## config.mk

```make
export PLATFORM = sky130hd
export DESIGN_NAME = ccem_ram
export DESIGN_NICKNAME = d
export VERILOG_FILES = /design/src/sv/component_center_eccentricity_max_macros.svh /design/src/sv/ccem_ram.sv
export SDC_FILE = /design/constraint.sdc
export NUM_CORES = 1
export LEC_CHECK = 0
export BUFFER_PORTS_ARGS = -buffer_cell sky130_fd_sc_hd__buf_2
export CORE_ASPECT_RATIO = 1.5
export CORE_MARGIN = 5
export CORE_UTILIZATION = 55
export DETAILED_ROUTE_END_ITERATION = 10
export MAX_ROUTING_LAYER = met4
export PLACE_DENSITY = 0.74
export REMOVE_ABC_BUFFERS = 1
export SLEW_MARGIN = 15
export SYNTH_ARGS = -nofsm -noshare
export SYNTH_HDL_FRONTEND = slang
export SYNTH_SLANG_ARGS = --single-unit
```

## constraint.sdc

```tcl
create_clock -name clock -period 1.9 [get_ports clock]
set_input_delay 0.285 -clock clock [delete_from_list [all_inputs] [get_ports clock]]
set_output_delay 0.285 -clock clock [all_outputs]
set_load 0.01 [all_outputs]
```

## src/sv/component_center_eccentricity_max_macros.svh

```systemverilog
// ----------------------------------------------------------------------------
// component_center_eccentricity_max_macros.svh
// Assertion macros shared by the eccentricity block.
// ----------------------------------------------------------------------------
`ifndef COMPONENT_CENTER_ECCENTRICITY_MAX_MACROS_SVH
`define COMPONENT_CENTER_ECCENTRICITY_MAX_MACROS_SVH

// A property that must hold at every rising clock edge outside reset.
`define CCEM_ASSERT(lbl, prop, msg) \
   lbl: assert property (@(posedge clock) disable iff (reset) (prop)) \
      else $error(msg);

// An implication that must hold at every rising clock edge outside reset.
`define CCEM_ASSERT_IMPL(lbl, ante, cons, msg) \
   lbl: assert property (@(posedge clock) disable iff (reset) (ante) |-> (cons)) \
      else $error(msg);

`endif

```

## src/sv/ccem_ram.sv

```systemverilog
// ----------------------------------------------------------------------------
// ccem_ram
// Generic single-port-write, single-port-read RAM with registered read data.
// ----------------------------------------------------------------------------
module ccem_ram #(
   parameter int WIDTH = 8,
   parameter int DEPTH = 64
) (
   input  logic                     clock,
   input  logic                     we,
   input  logic [$clog2(DEPTH)-1:0] waddr,
   input  logic [WIDTH-1:0]         wdata,
   input  logic [$clog2(DEPTH)-1:0] raddr,
   output logic [WIDTH-1:0]         rdata
);

   logic [WIDTH-1:0] mem [DEPTH];
   logic [WIDTH-1:0] rdata_ff;

   always_ff @(posedge clock) begin
      if (we) begin
         mem[waddr] <= wdata;
      end
      rdata_ff <= mem[raddr];
   end

   assign rdata = rdata_ff;

endmodule

```

======== Yosys cells after proc, flatten, opt, wreduce, memory -nomap -nowiden ========
Memory sizes are Yosys's and may differ from the RTL's. A register that Yosys moved wholly into a read port is not among the register bits.
Index checks and enable logic that the tools add are counted.
Widths: inputs -> output; s select.
storage, ports and cells
  input bits .............................. 22
  logic and storage cells ................. 3
  bits in writable memories ............... 512
  memories kept ........................... 1
  register bits after elaboration ......... 0
  output and inout port bits .............. 8
memories
  memory  depth  width  read ports  clocked after memory_dff  wr ports  line            source
  mem     64     8      1           1                         1         ccem_ram.sv:17  logic [WIDTH-1:0] mem [DEPTH];
operators by class
  mux-type cells .......................... 2
operator list
  operator  count
  $mux 1    2

======== Logic depth before layout (Yosys ltp) ========
Gate-level depths: netlist of the first run.
  word-level depth ........................ 2
  mapped depth ............................ 9
  mapped depth without buffers ............ 5

======== Worst setup path before layout of the first run ========
OpenSTA, ideal clock, no wires.
  kind .................................... in2reg
  from .................................... in raddr[1]
  to ...................................... reg rdata_ff[3], in the netlist rdata[3] (read register of mem)
  stages .................................. 7
  arrival ................................. 1.825 ns
  setup slack ............................. -0.053 ns
  path buffers ............................ 3
  data required time ...................... 1.772 ns
  setup time .............................. 0.128 ns
  path through ............................ buf_4 buf_2 buf_2 mux4_2 mux4_2 o21ai_1 o41ai_1
RTL lines
  item         line            source
  from (decl)  ccem_ram.sv:13  input logic [$clog2(DEPTH)-1:0] raddr,
  to (decl)    ccem_ram.sv:18  logic [WIDTH-1:0] rdata_ff;

==> impl_metrics.ini, run 1 <==
[global_route]
top_usage_layer = met2
grt_use_met3_pct = 3.93
grt.met1_usage_pct = 28.1
grt_pass1_wl_microns = 69200
grt_use_total_pct = 23.8
grt_pass1_vias = 10702
antenna_found_initial = 1
grt_max_degree = 65
overflow = 0
grt_use_met2_pct = 40.7

[floorplan]
die_y_microns = 245
io_pins = 30
placementRows = 86
start_util_pct = 55.3
fp.dieW_microns = 166
core-area_sq_um = 36500
dieArea_sq_um = 40700

[min_path]
hold_depth = 2
hold_path.class = input port to flip-flop
hp-start = raddr[5]

[critical_path]
critical_path_peak_fanout = 1
reg2reg_depth = 4
critical_path.cell_chain = mux4_2 -> mux4_2 -> o21ai_4 -> nand2_1
reg2reg_from = mem[35][7]
required_ps = 2340
path_common_cell = mux4_2
slowest_stage = mux4_2
worstSetupStartpoint = mem[35][7]
crit_path_end_kind = flip-flop
cp-start-kind = flip-flop
crit_type = flip-flop to flip-flop
critPathArrivalTime_ps = 2330
critPathMaxStageDelay_ps = 560

[cts]
clock-root-buffer = clkbuf_16
clk_pin_slew_ps = 70
numCtsBuffers = 44
cts_buffer_depth = 3
cts_sinks = 520
hold_buffers = 0
cts_setup_buffers = 0
htree_levels = 2
tritoncts = built
insertion_delay_ps = 560

[synthesis]
syn_inst = 940
ys_ff_latch = 520
synth_area_per_cell_sq_um = 21.5
syn-cell-area_sq_um = 20200
yosys_warnings = 0
seq_area_frac_synth_pct = 77.0
ys_types = 40

[sta]
fmax_mhz = 530
setup_viol_count_final = 0
fin_crit_ps = 1890
rsz0062_at_grt = yes
clock_skew_ps = 16.9
worst_pin_slew_ps = 773
worst_slack_ps = 11.8
fin_crit_sh_pct = 99.4
relSlewSlack_pct = 48.5
slew_viol_final = 0
finalSetupTns_ps = 0
hold_viol = 0

[place]
place_hpwl_microns = 29700
globalplace.congestion = 0.861
post-place-ws_ps = -719
io_buffers = 29

[route]
wl_per_cell_microns = 28.3
wl_microns = 46300
via_per_inst = 6.19
first_iter_violations = 1155
dr.pass1.iters = 5
postRouteAntennaNets = 0
vias = 10130
drc = 0

[pwr]
ir_drop_v = 0.000887
p_leak_nw = 7.63
pwr-share-comb_pct = 5.8
p_int_mw = 18.1
seqPwrFrac_pct = 55.4
p_sw_mw = 4.86
pwr_density_cell_nw_per_um2 = 981
pwr-share-clk_pct = 38.8
p_sw_share_pct = 21.2

[cells_and_area]
areaGrowthSynthToFinish_pct = 16.1
drive_above_1_share_pct = 35.2
layout.nets = 1141

[job]
cap_violations = 0

[run_status]
run_status = complete, no violations
## cell families (layout without fill, tap and decap cells)
group / Yosys count / in the layout / share of synthesized area (%)
flops: 520 / 520 / 77.0
mux: 162 / 162 / 15.9
simple gates: 153 / 153 / 3.39
compound gates: 54 / 54 / 2.07
buf+inv: 51 / 263 / 1.57
other cells: 0 / 1 / 0
## final cells by class
cell class              count  area (sq um)
flip-flops and latches    520         15500
fillers                  2345         13100
multi-input cells         369          4410
repair buffers            184          1420
clock buffers              49          1150
well taps                 484           606
clock inverters            30           278
diodes                      1          2.50
## repair_timing
action                     in CTS  in global routing
setup endpoints to repair       5                  6
resized for setup               8                 11
pin swaps                       1                  2
## path summary, 6_finish.rpt
| check | endpoint | slack, ps |
|---|---|---|
| max | rdata[7] | 10 |
| min | rdata[5] | 80 |
| min reg2reg | rdata[4] | 840 |
| max reg2reg | rdata[7] | 10 |
## state kept, by name, indices dropped and copies added, names as in the netlist
name / cells
rdata: 8
mem: 512
## cell usage after synthesis
| library cell | n | share of area (%) |
|---|---|---|
| o22ai_1 | 8 | 0.25 |
| a211oi_1 | 4 | 0.15 |
| o221a_2 | 2 | 0.11 |
| a2111oi_0 | 2 | 0.087 |
| or3_1 | 1 | 0.031 |
| nor3_1 | 7 | 0.17 |
| nand3b_1 | 3 | 0.11 |
| a21oi_1 | 3 | 0.074 |
| nor4_1 | 2 | 0.062 |
| a221oi_1 | 6 | 0.26 |
| and2_1 | 1 | 0.031 |
| dfxtp_1 | 8 | 0.79 |
| o311ai_1 | 1 | 0.043 |
| o41ai_1 | 2 | 0.087 |
| o32ai_1 | 2 | 0.087 |
| o221ai_1 | 8 | 0.35 |
| a31oi_1 | 1 | 0.031 |
| a22oi_1 | 3 | 0.11 |
| clkbuf_1 | 17 | 0.32 |
| o2111ai_1 | 3 | 0.13 |
| o21ai_0 | 2 | 0.050 |
| buf_4 | 13 | 0.48 |
| nand2_1 | 19 | 0.35 |
| nand2b_1 | 7 | 0.22 |
| o2bb2ai_1 | 3 | 0.13 |
| buf_1 | 4 | 0.074 |
| buf_12 | 2 | 0.20 |
| nor2_1 | 83 | 1.5 |
| nor2b_1 | 14 | 0.43 |
| nand4_1 | 2 | 0.062 |
| o21ai_1 | 2 | 0.050 |
| mux2i_1 | 23 | 1.1 |
| nand4b_1 | 1 | 0.043 |
| edfxtp_1 | 512 | 76 |
| nand3_1 | 13 | 0.32 |
| mux2_2 | 13 | 0.73 |
| o21a_1 | 2 | 0.074 |
| buf_6 | 4 | 0.22 |
| buf_2 | 11 | 0.27 |
| mux4_2 | 126 | 14 |
## metrics by stage
stage	cells	cell area, sq um	util, %	total power [mW]	hold WS, ps
floorplan	889	19900	-	13.5	384
global placement	1557	21900	59.9	14.2	623
detailed placement	1557	21900	59.9	14.3	635
CTS	1636	23300	64.0	23.0	51.6
global route	1637	23400	64.2	23.7	87.6
finish	1637	23400	64.2	23.0	79.3
## critical path: cells and delay by family (launching register included)
kind	cells	cell delay (ps)
mux	2	1060
simple gates	1	60
flops	1	450
compound gates	1	190
## power by group through the flow
stage                     logic, mW  registers, mW  clock network [mW]
after global routing           1.41           12.7                9.55
after CTS                      1.31           12.7                9.01
after floorplan               0.492           13.0                   0
final                          1.33           12.7                8.90
after global placement         1.25           13.0                   0
after detailed placement       1.29           13.0                   0
## layer usage
layer / part of all wire [%] / vias to the layer above
met5: 0 / -
met4: 5.7 / 0
li1: - / 4278
met2: 53 / 471
met3: 7.4 / 128
met1: 34 / 5253
## layout by cell type, fill, tap and decap left out, types with 3 or more instances in the layout
cell type | Yosys | layout
buf_12 | 2 | 7
edfxtp_1 | 512 | 512
nand2b_1 | 7 | 7
o2111ai_1 | 3 | 3
a21oi_1 | 3 | 3
nor2b_1 | 14 | 14
nor2_1 | 83 | 82
clkbuf_1 | 17 | 3
a211oi_1 | 4 | 4
mux2_2 | 13 | 11
o22ai_1 | 8 | 8
dfxtp_1 | 8 | 8
a221oi_1 | 6 | 3
clkinv_4 | 0 | 8
mux4_2 | 126 | 126
buf_4 | 13 | 152
inv_6 | 0 | 4
o221ai_1 | 8 | 8
nor3_1 | 7 | 6
clkinv_1 | 0 | 5
clkinvlp_4 | 0 | 3
bufinv_16 | 0 | 3
nand3_1 | 13 | 13
buf_2 | 11 | 23
a22oi_1 | 3 | 3
clkinv_2 | 0 | 6
clkbuf_16 | 0 | 45
nand2_1 | 19 | 19
nand3b_1 | 3 | 3
mux2i_1 | 23 | 23
Power figures use the tool's default switching activity.
==> inputs of run 2 (changes only) <==
--- a/config.mk
+++ b/config.mk
@@ -5,6 +5,7 @@
 export SDC_FILE = /design/constraint.sdc
 export NUM_CORES = 1
 export LEC_CHECK = 0
+export ABC_AREA = 1
 export BUFFER_PORTS_ARGS = -buffer_cell sky130_fd_sc_hd__buf_2
 export CORE_ASPECT_RATIO = 1.5
 export CORE_MARGIN = 5
==> run 2 against run 1 <==
  * Via count increased by 40%
  * Power up 0.21%
  * First-iteration DRC count grew 41%
  * Critical endpoint is now rdata[2]
  * Highest routed layer unchanged
==> impl_metrics.ini, run 2 <==
[run_status]
run_status = complete, no violations

[synthesis]
ys_ff_latch = 520
ys_top_cells_by_area = edfxtp_1 72%, nand2_1 11%, nand3_1 10%
ys_types = 16
synth_area_per_cell_sq_um = 11.8
synth-edff-count = 512
synth_area_leader_cell = edfxtp_1
syn_inst = 1805
yosys_warnings = 0
async_reset_ff_share_pct = 0
yosysTopAreaCellShare_pct = 72.0
seq_area_frac_synth_pct = 72.8
syn-cell-area_sq_um = 21300
synth_ff_type = edfxtp_1
synth_most_common_cell = nand2_1
synth_common_cells = 648 x nand2_1, 512 x edfxtp_1, 439 x nand3_1

[floorplan]
placementRows = 88
start_util_pct = 55.5
die_y_microns = 251
dieArea_sq_um = 42900
io_pins = 30
fp.dieW_microns = 171
core-area_sq_um = 38400

[sta]
relSlewSlack_pct = 19.1
rsz0062_at_grt = no
finalSetupTns_ps = 0
worst_slack_ps = 143
slew_viol_final = 0
clock_skew_ps = 24.2
fin_crit_sh_pct = 92.5
setup_viol_count_final = 0
worst_pin_slew_ps = 1210
fin_crit_ps = 1760
fmax_mhz = 569
hold_viol = 0

[critical_path]
critPathMaxStageDelay_ps = 930
slowest_stage = clkinv_1
path_buf_inv = 2
required_ps = 2350
crit_type = input port to flip-flop
crit_path_end_kind = flip-flop
critical_path.cell_chain = buf_2 -> clkinv_1 -> nand2_1 -> nand3_1 -> nand3_1 -> nand2_1
critical_path_peak_fanout = 32
critPathArrivalTime_ps = 2210
cp-start-kind = input port
cp_top_family = buffers and inverters

[route]
wl_microns = 52400
wl_per_cell_microns = 21.7
postRouteAntennaNets = 0
via_per_inst = 5.87
dr.pass1.iters = 6
vias = 14182
drc = 0
first_iter_violations = 1623

[cells_and_area]
regMostFlops = mem
layout_commonest_cell = nand2_1
largest_reg_flops = 512
areaGrowthSynthToFinish_pct = 11.9
layout.nets = 1912
drive_above_1_share_pct = 11.2
final_cell_area_sq_um = 23900
final_cell_mix = 648 x nand2_1, 512 x edfxtp_1, 439 x nand3_1
antenna_cells = 0

[cts]
numCtsBuffers = 43
cts_setup_buffers = 0
hold_buffers = 0
cts_sinks = 520
clk_pin_slew_ps = 70
tritoncts = built
clock-root-buffer = clkbuf_16
cts_buffer_depth = 3
insertion_delay_ps = 570
cts_resized = 0
htree_levels = 2

[place]
dpl_cell_area_sq_um = 22500
post-place-ws_ps = -193
io_buffers = 29
place_hpwl_microns = 31800
globalplace.congestion = 0.897

[pwr]
pwr_density_cell_nw_per_um2 = 963
ir_drop_v = 0.00101
p_leak_nw = 8.77
power.total_mw = 23.0

[global_route]
grt_pass1_wl_microns = 80600
antenna_found_initial = 0
overflow = 0
grt_max_degree = 109
grt_pass1_vias = 14093
grt_use_total_pct = 25.3

[job]
cap_violations = 0

[min_path]
hold_path.class = input port to flip-flop
-- run 2: kinds of logic after synthesis --
kind of cell	after synthesis	share of synthesized area (%)
buf+inv	125	4.02
flops	520	72.8
simple gates	1160	23.2
-- run 2: worst register-to-register path: stages, from the launching register on --
cell and delay, ps:
edfxtp_1 360, nand2_1 70, nand3_1 100, nand3_1 120
nand2_1 60, nand2_1 50, nand3_1 190, nand3_1 250
nand2_1 80
-- run 2: report_power, final --
group	switching (mW)	leakage (nW)	total, mW	internal [mW]
combinational	1.14	3.43	1.59	0.452
sequential	0.0321	4.67	12.7	12.7
clock	3.92	0.666	8.69	4.77
total	5.09	8.77	23.0	17.9
-- run 2: area by class of cell --
class                           instances  area, sq um
Tap cell                              495          619
Timing Repair Buffer                  153         1370
Inverter                               12         52.6
Sequential cell                       520        15500
Multi-Input combinational cell       1160         4950
Fill cell                            2781        14500
Clock inverter                         29          249
Clock buffer                           47         1110
-- run 2: final timing paths --
kind | slack, ps | from | depth (start not counted) | end
worst min register to register | 820 | mem[0][2] | 8 | rdata[2]
worst max register to register | 490 | mem[5][5] | 8 | rdata[5]
worst min-delay path | 120 | raddr[5] | 3 | rdata[1]
worst max-delay path | 140 | raddr[3] | 6 | rdata[2]
-- run 2: stage by stage --
step / util [%] / std cells / hold WS [ps]
4_1_cts: 62.2 / 2416 / 89.7
3_3_place_gp: 58.6 / 2340 / 680
6_report: 62.2 / 2416 / 121
3_5_place_dp: 58.6 / 2340 / 685
5_1_grt: 62.2 / 2416 / 108
2_1_floorplan: - / 1692 / 384
-- run 2: layer usage --
| layer | global-route usage [%] | wire length, microns |
|---|---|---|
| met5 | - | 0 |
| met4 | 10.4 | 2490 |
| met3 | 2.94 | 3520 |
| met2 | 43.3 | 27400 |
| met1 | 30.6 | 19000 |
==> inputs of run 3 (changes only) <==
--- a/config.mk
+++ b/config.mk
@@ -9,10 +9,9 @@
 export BUFFER_PORTS_ARGS = -buffer_cell sky130_fd_sc_hd__buf_2
 export CORE_ASPECT_RATIO = 1.5
 export CORE_MARGIN = 5
-export CORE_UTILIZATION = 55
+export CORE_UTILIZATION = 30
 export DETAILED_ROUTE_END_ITERATION = 10
 export MAX_ROUTING_LAYER = met4
-export PLACE_DENSITY = 0.74
 export REMOVE_ABC_BUFFERS = 1
 export SLEW_MARGIN = 15
 export SYNTH_ARGS = -nofsm -noshare
==> run 3 against run 2 <==
  * Global-route usage down 11 points
  * Via count decreased by 2.5%
  * Fmax is 20% higher
  * Cell count rose by 17%
  * Non-clock buffer count grew 3
  * Sequential share of layout area decreased by 1.6 points
  * Routed wire length is 8.5% higher
  * Clock power grew 2.3%
  * Clock skew fell by 5.5 ps
  * Worst hold slack got worse by 26 ps
  * Core utilization shrank 27 points
  * Die area grew 79%
  * Largest cell class unchanged
==> impl_metrics.ini, run 3 (same netlist as run 2, synthesis figures left out) <==
[run_status]
run_status = complete, no violations

[floorplan]
dieArea_sq_um = 76700
fp.dieW_microns = 228
core-area_sq_um = 70400
placementRows = 119
die_y_microns = 337
start_util_pct = 30.3
io_pins = 30

[critical_path]
crit_path_end_kind = primary output
critPathArrivalTime_ps = 1180
slowest_stage = dfxtp_1
reg2reg_from = mem[58][4]
crit_type = flip-flop to primary output
critPathMaxStageDelay_ps = 440
required_ps = 1620
cp_top_family = flip-flops
critical_path_peak_fanout = 1
critical_path.cell_chain = buf_2
rrSetupSlack_ps = 470
worstSetupStartpoint = rdata[7]
path_buf_inv = 1
cp-start-kind = flip-flop

[sta]
setup_viol_count_final = 0
slew_viol_final = 0
fin_crit_ps = 1460
clock_skew_ps = 18.7
hold_viol = 0
rsz0062_at_grt = no
hold_slack_ps = 95.4
fmax_mhz = 683
worst_pin_slew_ps = 647
relSlewSlack_pct = 56.8
fin_crit_sh_pct = 77.0

[route]
wl_microns = 56800
first_iter_violations = 973
dr.pass1.iters = 5
vias = 13833
postRouteAntennaNets = 0
via_per_inst = 4.88
drc = 0
wl_per_cell_microns = 20.0

[cells_and_area]
layout_commonest_cell = nand2_1
largest_reg_flops = 512
regMostFlops = mem
drive_above_1_share_pct = 11.8
layout.nets = 1916
final_cell_mix = 648 x nand2_1, 512 x edfxtp_1, 439 x nand3_1
areaGrowthSynthToFinish_pct = 14.8

[global_route]
overflow = 0
grt_pass1_vias = 13990
antenna_found_initial = 4
grt_max_degree = 86
grt_pass1_wl_microns = 85300
grt_use_total_pct = 14.8

[pwr]
ir_drop_v = 0.00102
pwr_density_cell_nw_per_um2 = 949
p_leak_nw = 8.81
power.total_mw = 23.2

[place]
io_buffers = 29
place_hpwl_microns = 35300
globalplace.congestion = 0.885

[cts]
cts_resized = 0
clock-root-buffer = clkbuf_16
cts_buffer_depth = 3
cts_sinks = 520
numCtsBuffers = 44
clk_pin_slew_ps = 70
cts_setup_buffers = 0
insertion_delay_ps = 560
tritoncts = built
htree_levels = 2
hold_buffers = 0

[min_path]
hp-start = raddr[5]
hold_path.class = input port to flip-flop

[job]
cap_violations = 0
run 3: cell types whose count changed in the layout (fill, tap and decap cells not counted), moves of 2 or more:
cell | previous run | this run
clkinv_1 | 14 | 4
clkinv_2 | 8 | 12
buf_12 | 23 | 26
clkbuf_1 | 3 | 6
clkinvlp_4 | 2 | 5
diode_2 | 0 | 3
clkbuf_8 | 0 | 2
run 3: layout make-up:
class | count | area [sq um]
Inverter | 12 | 52.6
Antenna cell | 3 | 7.51
Clock inverter | 26 | 220
Multi-Input combinational cell | 1160 | 4950
Timing Repair Buffer | 156 | 1430
Sequential cell | 520 | 15500
Tap cell | 907 | 1130
Fill cell | 6865 | 45900
Clock buffer | 53 | 1180
run 3: worst paths after layout:
path	to	cells after the start
setup / recovery	rdata[7]	1
hold / removal	rdata[6]	3
setup reg to reg	rdata[4]	8
hold reg to reg	rdata[7]	8
run 3: layer usage:
metal	global-route usage, %	up-vias	part of all wire (%)
met4	7.23	0	5.2
met2	27.6	442	54
met3	1.31	119	4.6
met5	-	-	0
met1	15.8	6746	36
li1	-	6526	-
run 3: stage by stage:
step / TNS (ps) / utilization, % / std cells / setup slack (ps) / cell area [sq um]
floorplan: -7150 / - / 1692 / -902 / 20500
global placement: -117 / 32.8 / 2755 / -94.1 / 23100
detailed placement: -149 / 32.8 / 2755 / -105 / 23100
CTS: 0 / 34.8 / 2834 / 444 / 24500
global route: 0 / 34.8 / 2836 / 412 / 24500
finish: 0 / 34.8 / 2837 / 436 / 24500
run 3: worst register-to-register path: cells and delay by family, from the launching register on:
family	cells	cell delay (ps)
and+or+nand+nor	8	950
DFF	1	380
run 3: power breakdown:
| group | internal, mW | switching (mW) | total [mW] |
|---|---|---|---|
| clock network | 4.84 | 4.04 | 8.89 |
| logic | 0.467 | 1.17 | 1.63 |
| registers | 12.7 | 0.0445 | 12.7 |
| total | 18.0 | 5.25 | 23.2 |
